### src/rtl/msl_pkg.sv
// Package of the servo slew limiter: sizes, codes, reset values, command/status structs.
// No dependencies; used by the interfaces, msl_ctrl, msl_dp, the top level and msl_chk.
`timescale 1ns / 1ps

package msl_pkg;

  // Sizing
  localparam int CHANNELS      = 16;
  localparam int FRACTION_BITS = 8;

  localparam int IDX_W   = (CHANNELS > 1) ? $clog2(CHANNELS) : 1;
  localparam int US_W    = 12;
  localparam int CH_W    = 4;
  localparam int MODE_W  = 3;
  localparam int SET_W   = 20;
  localparam int RATE_W  = 16;
  localparam int TIME_W  = 32;
  localparam int INT_W   = 10;
  localparam int PULSE_W = US_W + FRACTION_BITS;         // fixed-point pulse / deadband
  localparam int PROD_W  = RATE_W + TIME_W;               // rate * elapsed ms, 8 frac bits
  localparam int STEP_W  = PROD_W + FRACTION_BITS - 8;    // product in pulse format
  localparam int SH_UP   = (FRACTION_BITS >= 8) ? FRACTION_BITS - 8 : 0;
  localparam int SH_DN   = (FRACTION_BITS < 8) ? 8 - FRACTION_BITS : 0;

  // Configuration port
  localparam int CFG_IDX_W  = 2;
  localparam int CFG_DATA_W = 16;
  localparam logic [CFG_IDX_W-1:0] CFG_MIN_INTERVAL = 2'd0;
  localparam logic [CFG_IDX_W-1:0] CFG_MIN_RATE     = 2'd1;
  localparam logic [CFG_IDX_W-1:0] CFG_OUT_EN       = 2'd2;

  // Item modes
  localparam logic [MODE_W-1:0] MODE_TARGET     = 3'd0;
  localparam logic [MODE_W-1:0] MODE_TARGET_IMM = 3'd1;
  localparam logic [MODE_W-1:0] MODE_PRESET     = 3'd2;
  localparam logic [MODE_W-1:0] MODE_RATE       = 3'd3;
  localparam logic [MODE_W-1:0] MODE_DEADBAND   = 3'd4;
  localparam logic [MODE_W-1:0] MODE_TICK       = 3'd5;

  // Reset values and limits
  localparam logic [INT_W-1:0]   RST_INTERVAL = 10'd20;
  localparam logic [RATE_W-1:0]  RST_MIN_RATE = 16'd16;
  localparam logic [US_W-1:0]    RST_TARGET   = 12'd500;
  localparam logic [RATE_W-1:0]  RST_RATE     = 16'd256;
  localparam logic [RATE_W-1:0]  RATE_MAX     = 16'hFFFF;
  localparam logic [US_W-1:0]    US_MAX       = 12'd4095;
  localparam logic [PULSE_W-1:0] RST_CUR      = PULSE_W'(500) << FRACTION_BITS;
  localparam logic [PULSE_W-1:0] RST_DZ       = PULSE_W'(4) << FRACTION_BITS;
  localparam logic [PULSE_W-1:0] DZ_MIN       = PULSE_W'(1) << FRACTION_BITS;
  localparam logic [PULSE_W:0]   HALF         = (PULSE_W + 1)'(1) << (FRACTION_BITS - 1);

  // Controller -> datapath
  typedef struct packed {
    logic             wr_target;
    logic             wr_cur;
    logic             wr_rate;
    logic             wr_dz;
    logic             imm_emit;   // load pending word with immediate target
    logic             take_tick;  // store tick time and elapsed ms
    logic             issue;      // walk: look at channel idx
    logic             flush;      // move pending word out as final word
    logic [IDX_W-1:0] idx;
  } msl_cmd_t;

  // Datapath -> controller
  typedef struct packed {
    logic tick_ok;
    logic oe;
    logic hold;
    logic s1_valid;
    logic pend_valid;
    logic out_free;
  } msl_stat_t;

endpackage

### src/rtl/msl_in_if.sv
// Input channel of the servo slew limiter: valid/ready plus one item.
// Depends on msl_pkg.
`timescale 1ns / 1ps

interface msl_in_if;
  logic                         valid;
  logic                         ready;
  logic [msl_pkg::MODE_W-1:0]   mode;
  logic [msl_pkg::CH_W-1:0]     channel;
  logic [msl_pkg::US_W-1:0]     pulse_us;
  logic [msl_pkg::SET_W-1:0]    setting;
  logic [msl_pkg::TIME_W-1:0]   now_ms;

  modport source (output valid, mode, channel, pulse_us, setting, now_ms, input ready);
  modport sink   (input valid, mode, channel, pulse_us, setting, now_ms, output ready);
endinterface

### src/rtl/msl_out_if.sv
// Result channel of the servo slew limiter: valid/ready plus one pulse write.
// Depends on msl_pkg.
`timescale 1ns / 1ps

interface msl_out_if;
  logic                     valid;
  logic                     ready;
  logic [msl_pkg::CH_W-1:0] out_channel;
  logic [msl_pkg::US_W-1:0] out_pulse_us;
  logic                     last;

  modport source (output valid, out_channel, out_pulse_us, last, input ready);
  modport sink   (input valid, out_channel, out_pulse_us, last, output ready);
endinterface

### src/rtl/multi_channel_servo_slew_limiter_top.sv
// Top level of the multi-channel servo slew limiter.
// Depends on msl_pkg, msl_in_if, msl_out_if, msl_ctrl and msl_dp.
`timescale 1ns / 1ps

// Sixteen-channel servo slew limiter. Each channel keeps a target pulse, a
// 12.8 fixed-point current pulse, an 8.8 us/ms step rate and a deadband.
// Input words set targets, preset positions, set rates and deadbands, or
// tick with the millisecond time; with the output enabled, an accepted tick
// moves every channel whose error exceeds its deadband toward its target by
// rate * elapsed ms, never past it, and emits one word per moved channel
// with last set on the final one. An immediate target with the output
// enabled emits a single word with last set. An acted-on tick takes the
// word, then walks the channel table entries through the two-stage step
// pipe, drains the pipe and issues the final word. The channel walk reads
// one table entry per cycle while the result side does not stall. The
// input is not ready while a tick walk or final word is in progress; a
// finished word waits in the output register while the next input word is
// taken. Configuration is written at any edge with cfg_we high; writes to
// an index past output_enable are dropped.
module multi_channel_servo_slew_limiter_top (
  input  logic                           clk,
  input  logic                           rst_n,
  msl_in_if.sink                         in_if,
  msl_out_if.source                      out_if,
  input  logic                           cfg_we,
  input  logic [msl_pkg::CFG_IDX_W-1:0]  cfg_idx,
  input  logic [msl_pkg::CFG_DATA_W-1:0] cfg_wdata
);

  msl_pkg::msl_cmd_t  cmd;   // controller -> datapath
  msl_pkg::msl_stat_t stat;  // datapath -> controller

  // Sequencing: decode, tick walk, final-word flush.
  msl_ctrl u_ctrl (
    .clk   (clk),
    .rst_n (rst_n),
    .in_if (in_if),
    .stat  (stat),
    .cmd   (cmd)
  );

  // Tables, step pipe, pending word and output register.
  msl_dp u_dp (
    .clk         (clk),
    .rst_n       (rst_n),
    .cmd         (cmd),
    .stat        (stat),
    .in_channel  (in_if.channel),
    .in_pulse_us (in_if.pulse_us),
    .in_setting  (in_if.setting),
    .in_now_ms   (in_if.now_ms),
    .cfg_we      (cfg_we),
    .cfg_idx     (cfg_idx),
    .cfg_wdata   (cfg_wdata),
    .out_if      (out_if)
  );

endmodule

### src/rtl/msl_ctrl.sv
// Controller of the servo slew limiter: item decode, channel walk sequencing, final word.
// Depends on msl_pkg and msl_in_if.
`timescale 1ns / 1ps

module msl_ctrl (
  input  logic               clk,
  input  logic               rst_n,
  msl_in_if.sink             in_if,
  input  msl_pkg::msl_stat_t stat,
  output msl_pkg::msl_cmd_t  cmd
);

  localparam logic [1:0] ST_IDLE  = 2'd0;
  localparam logic [1:0] ST_WALK  = 2'd1;
  localparam logic [1:0] ST_FLUSH = 2'd2;

  logic [1:0]                state_r, state_nxt;
  logic [msl_pkg::IDX_W-1:0] ctr_r, ctr_nxt;
  logic                      all_r, all_nxt;    // every channel issued
  logic                      acc;
  logic                      ch_ok;

  assign in_if.ready = rst_n && (state_r == ST_IDLE);
  assign acc         = in_if.valid && in_if.ready;
  assign ch_ok       = int'(in_if.channel) < msl_pkg::CHANNELS;

  always_comb begin
    cmd       = '0;
    state_nxt = state_r;
    ctr_nxt   = ctr_r;
    all_nxt   = all_r;
    unique case (state_r)
      ST_IDLE: begin
        cmd.idx = msl_pkg::IDX_W'(in_if.channel);
        if (acc) begin
          unique case (in_if.mode)
            msl_pkg::MODE_TICK: begin
              if (stat.tick_ok) begin
                cmd.take_tick = 1'b1;
                if (stat.oe) begin
                  state_nxt = ST_WALK;
                  ctr_nxt   = '0;
                  all_nxt   = 1'b0;
                end
              end
            end
            msl_pkg::MODE_TARGET: begin
              cmd.wr_target = ch_ok;
            end
            msl_pkg::MODE_TARGET_IMM: begin
              if (ch_ok) begin
                cmd.wr_target = 1'b1;
                if (stat.oe) begin
                  cmd.wr_cur   = 1'b1;
                  cmd.imm_emit = 1'b1;
                  state_nxt    = ST_FLUSH;
                end
              end
            end
            msl_pkg::MODE_PRESET: begin
              cmd.wr_target = ch_ok;
              cmd.wr_cur    = ch_ok;
            end
            msl_pkg::MODE_RATE: begin
              cmd.wr_rate = ch_ok;
            end
            msl_pkg::MODE_DEADBAND: begin
              cmd.wr_dz = ch_ok;
            end
            default: begin
            end
          endcase
        end
      end
      ST_WALK: begin
        cmd.idx = ctr_r;
        if (!all_r && !stat.hold) begin
          cmd.issue = 1'b1;
          if (ctr_r == msl_pkg::IDX_W'(msl_pkg::CHANNELS - 1)) begin
            all_nxt = 1'b1;
          end else begin
            ctr_nxt = ctr_r + 1'b1;
          end
        end else if (all_r && !stat.s1_valid) begin
          state_nxt = ST_FLUSH;
        end
      end
      ST_FLUSH: begin
        if (!stat.pend_valid) begin
          state_nxt = ST_IDLE;
        end else if (stat.out_free) begin
          cmd.flush = 1'b1;
          state_nxt = ST_IDLE;
        end
      end
      default: begin
        state_nxt = ST_IDLE;
      end
    endcase
  end

  always_ff @(posedge clk) begin
    if (!rst_n) begin
      state_r <= ST_IDLE;
      ctr_r   <= '0;
      all_r   <= 1'b0;
    end else begin
      state_r <= state_nxt;
      ctr_r   <= ctr_nxt;
      all_r   <= all_nxt;
    end
  end

endmodule

### src/rtl/msl_dp.sv
// Datapath of the servo slew limiter: channel tables, config registers, two-stage
// step pipe, pending word and output register. Depends on msl_pkg and msl_out_if.
`timescale 1ns / 1ps

module msl_dp (
  input  logic                          clk,
  input  logic                          rst_n,
  input  msl_pkg::msl_cmd_t             cmd,
  output msl_pkg::msl_stat_t            stat,
  input  logic [msl_pkg::CH_W-1:0]      in_channel,
  input  logic [msl_pkg::US_W-1:0]      in_pulse_us,
  input  logic [msl_pkg::SET_W-1:0]     in_setting,
  input  logic [msl_pkg::TIME_W-1:0]    in_now_ms,
  input  logic                          cfg_we,
  input  logic [msl_pkg::CFG_IDX_W-1:0] cfg_idx,
  input  logic [msl_pkg::CFG_DATA_W-1:0] cfg_wdata,
  msl_out_if.source                     out_if
);

  // Config
  logic [msl_pkg::INT_W-1:0]  min_int_r;
  logic [msl_pkg::RATE_W-1:0] min_rate_r;
  logic                       oe_r;

  // Channel tables
  logic [msl_pkg::PULSE_W-1:0] cur_r  [msl_pkg::CHANNELS];
  logic [msl_pkg::US_W-1:0]    tgt_r  [msl_pkg::CHANNELS];
  logic [msl_pkg::RATE_W-1:0]  rate_r [msl_pkg::CHANNELS];
  logic [msl_pkg::PULSE_W-1:0] dz_r   [msl_pkg::CHANNELS];

  logic [msl_pkg::TIME_W-1:0] last_tick_r;
  logic [msl_pkg::TIME_W-1:0] dt_r;
  logic [msl_pkg::TIME_W-1:0] dt;

  // Stage 1 regs
  logic                        s1_valid_r;
  logic [msl_pkg::IDX_W-1:0]   s1_idx_r;
  logic                        s1_up_r;
  logic [msl_pkg::PULSE_W-1:0] s1_mag_r;
  logic [msl_pkg::PULSE_W-1:0] s1_cur_r;
  logic [msl_pkg::PROD_W-1:0]  s1_prod_r;

  // Pending and output words
  logic                     pend_valid_r, pend_valid_nxt;
  logic [msl_pkg::CH_W-1:0] pend_ch_r, pend_ch_nxt;
  logic [msl_pkg::US_W-1:0] pend_us_r, pend_us_nxt;
  logic                     out_valid_r, out_valid_nxt;
  logic [msl_pkg::CH_W-1:0] out_ch_r, out_ch_nxt;
  logic [msl_pkg::US_W-1:0] out_us_r, out_us_nxt;
  logic                     out_last_r, out_last_nxt;

  // Stage 1 logic
  logic [msl_pkg::US_W-1:0]    tgt_rd;
  logic [msl_pkg::PULSE_W-1:0] cur_rd, dz_rd, tgt_fx, mag1;
  logic [msl_pkg::RATE_W-1:0]  rate_rd;
  logic                        up1, act1;
  logic [msl_pkg::PROD_W-1:0]  prod1;

  // Stage 2 logic
  logic [msl_pkg::STEP_W-1:0]  step2;
  logic [msl_pkg::PULSE_W-1:0] step_c, new2;
  logic [msl_pkg::PULSE_W:0]   rnd_sum, rnd_us;
  logic [msl_pkg::US_W-1:0]    us2;
  logic                        hold, go2, out_free;

  // Setting conversion
  logic [msl_pkg::RATE_W-1:0]  rate_set;
  logic [msl_pkg::PULSE_W-1:0] dz_set;

  assign dt       = in_now_ms - last_tick_r;
  assign out_free = !out_valid_r || out_if.ready;
  assign hold     = s1_valid_r && pend_valid_r && !out_free;
  assign go2      = s1_valid_r && !hold;

  assign stat.tick_ok    = dt >= msl_pkg::TIME_W'(min_int_r);
  assign stat.oe         = oe_r;
  assign stat.hold       = hold;
  assign stat.s1_valid   = s1_valid_r;
  assign stat.pend_valid = pend_valid_r;
  assign stat.out_free   = out_free;

  assign out_if.valid        = out_valid_r;
  assign out_if.out_channel  = out_ch_r;
  assign out_if.out_pulse_us = out_us_r;
  assign out_if.last         = out_last_r;

  // Rate floor and ceiling, deadband floor
  always_comb begin
    if (in_setting < msl_pkg::SET_W'(min_rate_r)) begin
      rate_set = min_rate_r;
    end else if (in_setting > msl_pkg::SET_W'(msl_pkg::RATE_MAX)) begin
      rate_set = msl_pkg::RATE_MAX;
    end else begin
      rate_set = in_setting[msl_pkg::RATE_W-1:0];
    end
    if (msl_pkg::FRACTION_BITS >= 8) begin
      dz_set = msl_pkg::PULSE_W'(in_setting) << msl_pkg::SH_UP;
    end else begin
      dz_set = msl_pkg::PULSE_W'(in_setting >> msl_pkg::SH_DN);
    end
    if (dz_set < msl_pkg::DZ_MIN) begin
      dz_set = msl_pkg::DZ_MIN;
    end
  end

  // Stage 1: error, direction, deadband test, rate * dt
  always_comb begin
    tgt_rd  = tgt_r[cmd.idx];
    cur_rd  = cur_r[cmd.idx];
    rate_rd = rate_r[cmd.idx];
    dz_rd   = dz_r[cmd.idx];
    tgt_fx  = msl_pkg::PULSE_W'(tgt_rd) << msl_pkg::FRACTION_BITS;
    up1     = tgt_fx > cur_rd;
    mag1    = up1 ? (tgt_fx - cur_rd) : (cur_rd - tgt_fx);
    act1    = mag1 > dz_rd;
    prod1   = msl_pkg::PROD_W'(rate_rd) * msl_pkg::PROD_W'(dt_r);
  end

  // Stage 2: clamp step, move, round half up, clip at US_MAX
  always_comb begin
    if (msl_pkg::FRACTION_BITS >= 8) begin
      step2 = msl_pkg::STEP_W'(s1_prod_r) << msl_pkg::SH_UP;
    end else begin
      step2 = msl_pkg::STEP_W'(s1_prod_r >> msl_pkg::SH_DN);
    end
    step_c  = (step2 > msl_pkg::STEP_W'(s1_mag_r)) ? s1_mag_r
                                                   : step2[msl_pkg::PULSE_W-1:0];
    new2    = s1_up_r ? (s1_cur_r + step_c) : (s1_cur_r - step_c);
    rnd_sum = {1'b0, new2} + msl_pkg::HALF;
    rnd_us  = rnd_sum >> msl_pkg::FRACTION_BITS;
    us2     = (rnd_us > (msl_pkg::PULSE_W + 1)'(msl_pkg::US_MAX)) ? msl_pkg::US_MAX
                                                                 : rnd_us[msl_pkg::US_W-1:0];
  end

  // Pending word holds the newest write until we know whether it is the final one.
  always_comb begin
    pend_valid_nxt = pend_valid_r;
    pend_ch_nxt    = pend_ch_r;
    pend_us_nxt    = pend_us_r;
    out_valid_nxt  = out_valid_r && !out_if.ready;
    out_ch_nxt     = out_ch_r;
    out_us_nxt     = out_us_r;
    out_last_nxt   = out_last_r;
    if (go2) begin
      pend_valid_nxt = 1'b1;
      pend_ch_nxt    = msl_pkg::CH_W'(s1_idx_r);
      pend_us_nxt    = us2;
      if (pend_valid_r) begin
        out_valid_nxt = 1'b1;
        out_ch_nxt    = pend_ch_r;
        out_us_nxt    = pend_us_r;
        out_last_nxt  = 1'b0;
      end
    end else if (cmd.imm_emit) begin
      pend_valid_nxt = 1'b1;
      pend_ch_nxt    = in_channel;
      pend_us_nxt    = in_pulse_us;
    end else if (cmd.flush) begin
      pend_valid_nxt = 1'b0;
      out_valid_nxt  = 1'b1;
      out_ch_nxt     = pend_ch_r;
      out_us_nxt     = pend_us_r;
      out_last_nxt   = 1'b1;
    end
  end

  always_ff @(posedge clk) begin
    if (!rst_n) begin
      min_int_r    <= msl_pkg::RST_INTERVAL;
      min_rate_r   <= msl_pkg::RST_MIN_RATE;
      oe_r         <= 1'b1;
      last_tick_r  <= '0;
      s1_valid_r   <= 1'b0;
      pend_valid_r <= 1'b0;
      out_valid_r  <= 1'b0;
      for (int i = 0; i < msl_pkg::CHANNELS; i++) begin
        cur_r[i]  <= msl_pkg::RST_CUR;
        tgt_r[i]  <= msl_pkg::RST_TARGET;
        rate_r[i] <= msl_pkg::RST_RATE;
        dz_r[i]   <= msl_pkg::RST_DZ;
      end
    end else begin
      if (cfg_we) begin
        case (cfg_idx)
          msl_pkg::CFG_MIN_INTERVAL: min_int_r  <= cfg_wdata[msl_pkg::INT_W-1:0];
          msl_pkg::CFG_MIN_RATE:     min_rate_r <= cfg_wdata[msl_pkg::RATE_W-1:0];
          msl_pkg::CFG_OUT_EN:       oe_r       <= cfg_wdata[0];
          default: begin
          end
        endcase
      end
      if (cmd.take_tick) begin
        last_tick_r <= in_now_ms;
      end
      if (!hold) begin
        s1_valid_r <= cmd.issue && act1;
      end
      if (go2) begin
        cur_r[s1_idx_r] <= new2;
      end else if (cmd.wr_cur) begin
        cur_r[cmd.idx] <= msl_pkg::PULSE_W'(in_pulse_us) << msl_pkg::FRACTION_BITS;
      end
      if (cmd.wr_target) begin
        tgt_r[cmd.idx] <= in_pulse_us;
      end
      if (cmd.wr_rate) begin
        rate_r[cmd.idx] <= rate_set;
      end
      if (cmd.wr_dz) begin
        dz_r[cmd.idx] <= dz_set;
      end
      pend_valid_r <= pend_valid_nxt;
      out_valid_r  <= out_valid_nxt;
    end
  end

  // Payload registers, no reset
  always_ff @(posedge clk) begin
    if (cmd.take_tick) begin
      dt_r <= dt;
    end
    if (!hold) begin
      s1_idx_r  <= cmd.idx;
      s1_up_r   <= up1;
      s1_mag_r  <= mag1;
      s1_cur_r  <= cur_rd;
      s1_prod_r <= prod1;
    end
    pend_ch_r  <= pend_ch_nxt;
    pend_us_r  <= pend_us_nxt;
    out_ch_r   <= out_ch_nxt;
    out_us_r   <= out_us_nxt;
    out_last_r <= out_last_nxt;
  end

endmodule

### src/flat_wrapper.sv
// flat-port wrapper written by rule: the top's interface ports become plain ports
module multi_channel_servo_slew_limiter_top_flat 
  (clk, rst_n, cfg_we, cfg_idx, cfg_wdata, in_if_valid, in_if_mode, in_if_channel, in_if_pulse_us, in_if_setting, in_if_now_ms, in_if_ready, out_if_valid, out_if_out_channel, out_if_out_pulse_us, out_if_last, out_if_ready);
  msl_in_if in_if_i ();
  msl_out_if out_if_i ();
  input  logic clk;
  input  logic rst_n;
  input  logic cfg_we;
  input  logic [msl_pkg::CFG_IDX_W-1:0] cfg_idx;
  input  logic [msl_pkg::CFG_DATA_W-1:0] cfg_wdata;
  input wire logic [$bits(in_if_i.valid)-1:0] in_if_valid;
  input wire logic [$bits(in_if_i.mode)-1:0] in_if_mode;
  input wire logic [$bits(in_if_i.channel)-1:0] in_if_channel;
  input wire logic [$bits(in_if_i.pulse_us)-1:0] in_if_pulse_us;
  input wire logic [$bits(in_if_i.setting)-1:0] in_if_setting;
  input wire logic [$bits(in_if_i.now_ms)-1:0] in_if_now_ms;
  output wire logic [$bits(in_if_i.ready)-1:0] in_if_ready;
  output wire logic [$bits(out_if_i.valid)-1:0] out_if_valid;
  output wire logic [$bits(out_if_i.out_channel)-1:0] out_if_out_channel;
  output wire logic [$bits(out_if_i.out_pulse_us)-1:0] out_if_out_pulse_us;
  output wire logic [$bits(out_if_i.last)-1:0] out_if_last;
  input wire logic [$bits(out_if_i.ready)-1:0] out_if_ready;
  assign in_if_i.valid = in_if_valid;
  assign in_if_i.mode = in_if_mode;
  assign in_if_i.channel = in_if_channel;
  assign in_if_i.pulse_us = in_if_pulse_us;
  assign in_if_i.setting = in_if_setting;
  assign in_if_i.now_ms = in_if_now_ms;
  assign in_if_ready = in_if_i.ready;
  assign out_if_valid = out_if_i.valid;
  assign out_if_out_channel = out_if_i.out_channel;
  assign out_if_out_pulse_us = out_if_i.out_pulse_us;
  assign out_if_last = out_if_i.last;
  assign out_if_i.ready = out_if_ready;
  multi_channel_servo_slew_limiter_top u_core (.clk(clk), .rst_n(rst_n), .in_if(in_if_i), .out_if(out_if_i), .cfg_we(cfg_we), .cfg_idx(cfg_idx), .cfg_wdata(cfg_wdata));
endmodule
### config.mk
export PLATFORM = sky130hd
export DESIGN_NAME = multi_channel_servo_slew_limiter_top_flat
export DESIGN_NICKNAME = d
export VERILOG_FILES = /design/src/rtl/msl_pkg.sv /design/src/rtl/msl_in_if.sv /design/src/rtl/msl_out_if.sv /design/src/rtl/multi_channel_servo_slew_limiter_top.sv /design/src/rtl/msl_ctrl.sv /design/src/rtl/msl_dp.sv /design/src/flat_wrapper.sv
export SDC_FILE = /design/constraint.sdc
export NUM_CORES = 2
export LEC_CHECK = 0
export ABC_AREA = 1
export BUFFER_PORTS_ARGS = -buffer_cell sky130_fd_sc_hd__buf_2
export CORE_UTILIZATION = 27
export DETAILED_ROUTE_END_ITERATION = 7
export GPL_TIMING_DRIVEN = 0
export HOLD_SLACK_MARGIN = 0.12
export MAX_ROUTING_LAYER = met4
export PLACE_DENSITY_LB_ADDON = 0.08
export SLEW_MARGIN = 10
export SYNTH_ARGS = -nofsm -noshare
export SYNTH_HDL_FRONTEND = slang
export SYNTH_SLANG_ARGS = --single-unit
### constraint.sdc
create_clock -name clk -period 9.3 [get_ports clk]
set_input_delay 0.465 -clock clk [delete_from_list [all_inputs] [get_ports clk]]
set_output_delay 0.465 -clock clk [all_outputs]
set_load 0.1 [all_outputs]
==> summary.txt <==
Run status
  – Status: finished, final reports clean

Setup path
  – Cell family with most CP delay: adder cells
  – Worst reg2reg path startpoint: u_core.u_ctrl.state_r[1]
  – R2R cell count: 37
  – Critical path fanouts, max: 10
  – Most used cell, CP: fa_1
  – Critical Path Start Type: flop
  – CP arrival: 9.59 ns
  – Crit-path max cell delay: 0.56 ns
  – CP Class: reg2reg
  – Reg2reg end: u_core.u_dp.s1_prod_r[41]
  – Endpoint class of the critical path: flop
  – Crit path buffers/inverters: 14
  – WP data required: 9.83 ns
  – R2r setup slk: 0.24 ns
  – Slowest CP cell: fa_1

Logic synthesis
  – Yosys warns: 0
  – EDFF count, synth: 1245
  – Mapped Area: 75900 um2
  – Post-synth top area share: 0.492
  – Cell variety after synth: 56
  – Largest area contributor in the netlist: edfxtp_1
  – Syn Area/Cell: 9.95 um2
  – Synthesis-stage register bit count: 1314
  – Most frequent cells after synthesis: nand2_1, nor2_1, edfxtp_1
  – Ys async rst share: 0
  – Post-synthesis net count: 8413
  – Post-Synthesis Cells: 7636
  – Ys flop type: edfxtp_1
  – Sequential area share after synthesis: 0.510
  – Top area cells in the synthesized netlist: edfxtp_1, fa_1, nand2_1
  – Cell with the most instances after synthesis: nand2_1

Worst hold path
  – HP Start: in_if_setting[13]
  – Worst Hold Class: in2reg
  – WHS Path Cells: 3
  – Hold Crit Endpoint: u_core.u_dp.dz_r[11][13]

Finish
  – Area Overhead vs Synth: 15.5%
  – Design area: 87700 um2
  – Share of layout cells above drive strength 1: 0.0697
  – Nets: 8808
  – FILL cells: 29354

STA
  – Final setup vio count: 0
  – Final period util: 0.974
  – Final hold slack: 0.168 ns
  – Unrepaired setup endpoints after global routing: no
  – Final hold viol count: 0
  – Max Clk Rate: 0.110 GHz
  – Slew @ Worst Pin: 1.45 ns
  – Clk_skew: 0.0854 ns
  – Final Slew Violations: 0
  – Headroom to the max-slew limit: 0.0277
  – Final min period: 9.06 ns
  – Fin Setup TNS: 0 ns

Job
  – Max Cap Viol: 0

Clock tree
  – # clock sinks: 1314
  – CTS Root Cell: clkbuf_16
  – CTS Buf Count: 170
  – Clock buffer depth: 4
  – Clock-pin transition on the worst setup and hold timing paths: 0.07 ns
  – H-tree depth: 4
  – Worst skew pair latency: 0.87 ns
  – TritonCTS clock tree: done

Route
  – Vias: 57554
  – 1st-pass router iterations: 5
  – Starting DRC count in detailed routing: 5097
  – Final ANT Viol Nets: 0
  – Aggregate routed wire length: 302 mm
  – Drt drc: 0
  – Drt via density: 4.85
  – Routed WL per cell: 25.4 um

Place
  – Post-DP Area: 81300 um2
  – Port Buffers: 111
  – Post-DP HPWL: 233 mm
  – GPL Wtd Cong: 0.882

Global routing
  – GRT overflow: 0
  – Tot GR Track Use: 0.215
  – Largest net degree at the start of global routing: 51
  – First-pass GRT wire length: 425 mm
  – Vias in the first global route: 57728
  – Initial antenna violation count: 26

Die
  – # rows: 194
  – Chip Width: 532 um
  – Boundary Pins: 113
  – Die Y: 532 um
  – Initial Util: 0.272
  – Die area: 283000 um2
  – Core area: 280000 um2
what timing repair did:
action,CTS,global route
gates resized for setup,82,95
pin swaps,16,3
setup endpoints to repair,41,24
hold buffers,74,0
setup buffers,31,7
endpoints found under the hold margin,127,0
stage by stage:
| stage | util | instances | setup WS, ns |
|---|---|---|---|
| after floorplan | - | 7636 | 1.47 |
| after global placement | 0.290 | 11471 | -2.69 |
| after detailed placement | 0.291 | 11475 | -2.80 |
| after CTS | 0.313 | 11866 | 0.00903 |
| after global routing | 0.314 | 11875 | 0.0134 |
| final | 0.314 | 11878 | 0.241 |
tightest hold or removal path: stages:
cell and delay (ns):
buf_2 0.12, clkinv_1 0.20, nor2_1 0.08
layer usage:
metal | vias up | GRT usage | part of all wire | wire length, um
met2 | 1540 | 0.340 | 0.46 | 140000
met4 | 0 | 0.0509 | 0.025 | 7400
met3 | 327 | 0.0293 | 0.054 | 16400
met5 | - | - | 0 | 0
met1 | 29305 | 0.291 | 0.46 | 138000
li1 | 26382 | - | - | -
cell families (layout without fill, tap and decap cells):
| family | after synthesis | in the layout | share of synthesized area |
|---|---|---|---|
| buf+inv | 1348 | 1859 | 0.0678 |
| flops | 1314 | 1314 | 0.510 |
| mux | 3 | 3 | 0.000395 |
| xor+xnor | 112 | 112 | 0.0129 |
| simple gates | 2923 | 2923 | 0.152 |
| fa+ha+maj | 683 | 683 | 0.154 |
| other cells | 0 | 7 | 0 |
| compound gates | 1253 | 1253 | 0.102 |
final cells by class:
class,instances,area [um2],share of cell area
clock buffers,225,4550,0.0519
flip-flops and latches,1314,38800,0.442
diodes,7,17.5,0.000200
multi-input cells,4974,32200,0.367
inverters,947,3590,0.0409
repair buffers,227,1660,0.0189
well taps,3724,4660,0.0531
plain buffers,397,1730,0.0197
clock inverters,63,584,0.00666
cells in the final DEF (no fill, tap or decap), drive strengths merged, types with 74 or more instances in the layout:
cell type / n
xor2: 82
dlygate4sd3: 74
buf: 218
ha: 262
nand3: 122
edfxtp: 1245
o21ai: 273
fa: 421
nor2: 1309
a22oi: 412
a21oi: 338
o22ai: 138
clkbuf: 556
inv: 922
nand2: 1333
registers in the layout (all words and copies together) (netlist names), 2 cells and up:
register                         cells
u_core.u_dp.rate_r                 256
u_core.u_dp.last_tick_r             32
u_core.u_dp.min_rate_r              16
u_core.u_dp.s1_prod_r               48
u_core.u_dp.out_if.out_pulse_us     12
u_core.u_dp.pend_us_r               12
u_core.u_ctrl.state_r                2
u_core.u_dp.out_if.out_channel       4
u_core.u_dp.pend_ch_r                4
u_core.u_dp.s1_idx_r                 4
u_core.u_ctrl.ctr_r                  4
u_core.u_dp.tgt_r                  192
u_core.u_dp.s1_cur_r                19
u_core.u_dp.cur_r                  320
u_core.u_dp.dt_r                    32
u_core.u_dp.min_int_r               10
u_core.u_dp.s1_mag_r                20
u_core.u_dp.dz_r                   320
worst max path at each step:
stage,startpoint,to,slack [ns],cells past startpoint
2_1_floorplan,u_core.u_ctrl.state_r[0],u_core.u_dp.s1_prod_r[44],1.47,39
3_3_place_gp,u_core.u_ctrl.state_r[0],u_core.u_dp.s1_prod_r[44],-2.69,35
3_5_place_dp,u_core.u_ctrl.state_r[0],u_core.u_dp.s1_prod_r[44],-2.80,35
4_1_cts,u_core.u_ctrl.state_r[1],u_core.u_dp.s1_prod_r[43],0.009,39
5_1_grt,u_core.u_ctrl.state_r[1],u_core.u_dp.s1_prod_r[41],0.01,36
6_report,u_core.u_ctrl.state_r[1],u_core.u_dp.s1_prod_r[41],0.24,37
Power is left out: the tool's default activity adds up to more than one toggle a clock period on the data nets, which glitch-free logic cannot reach.
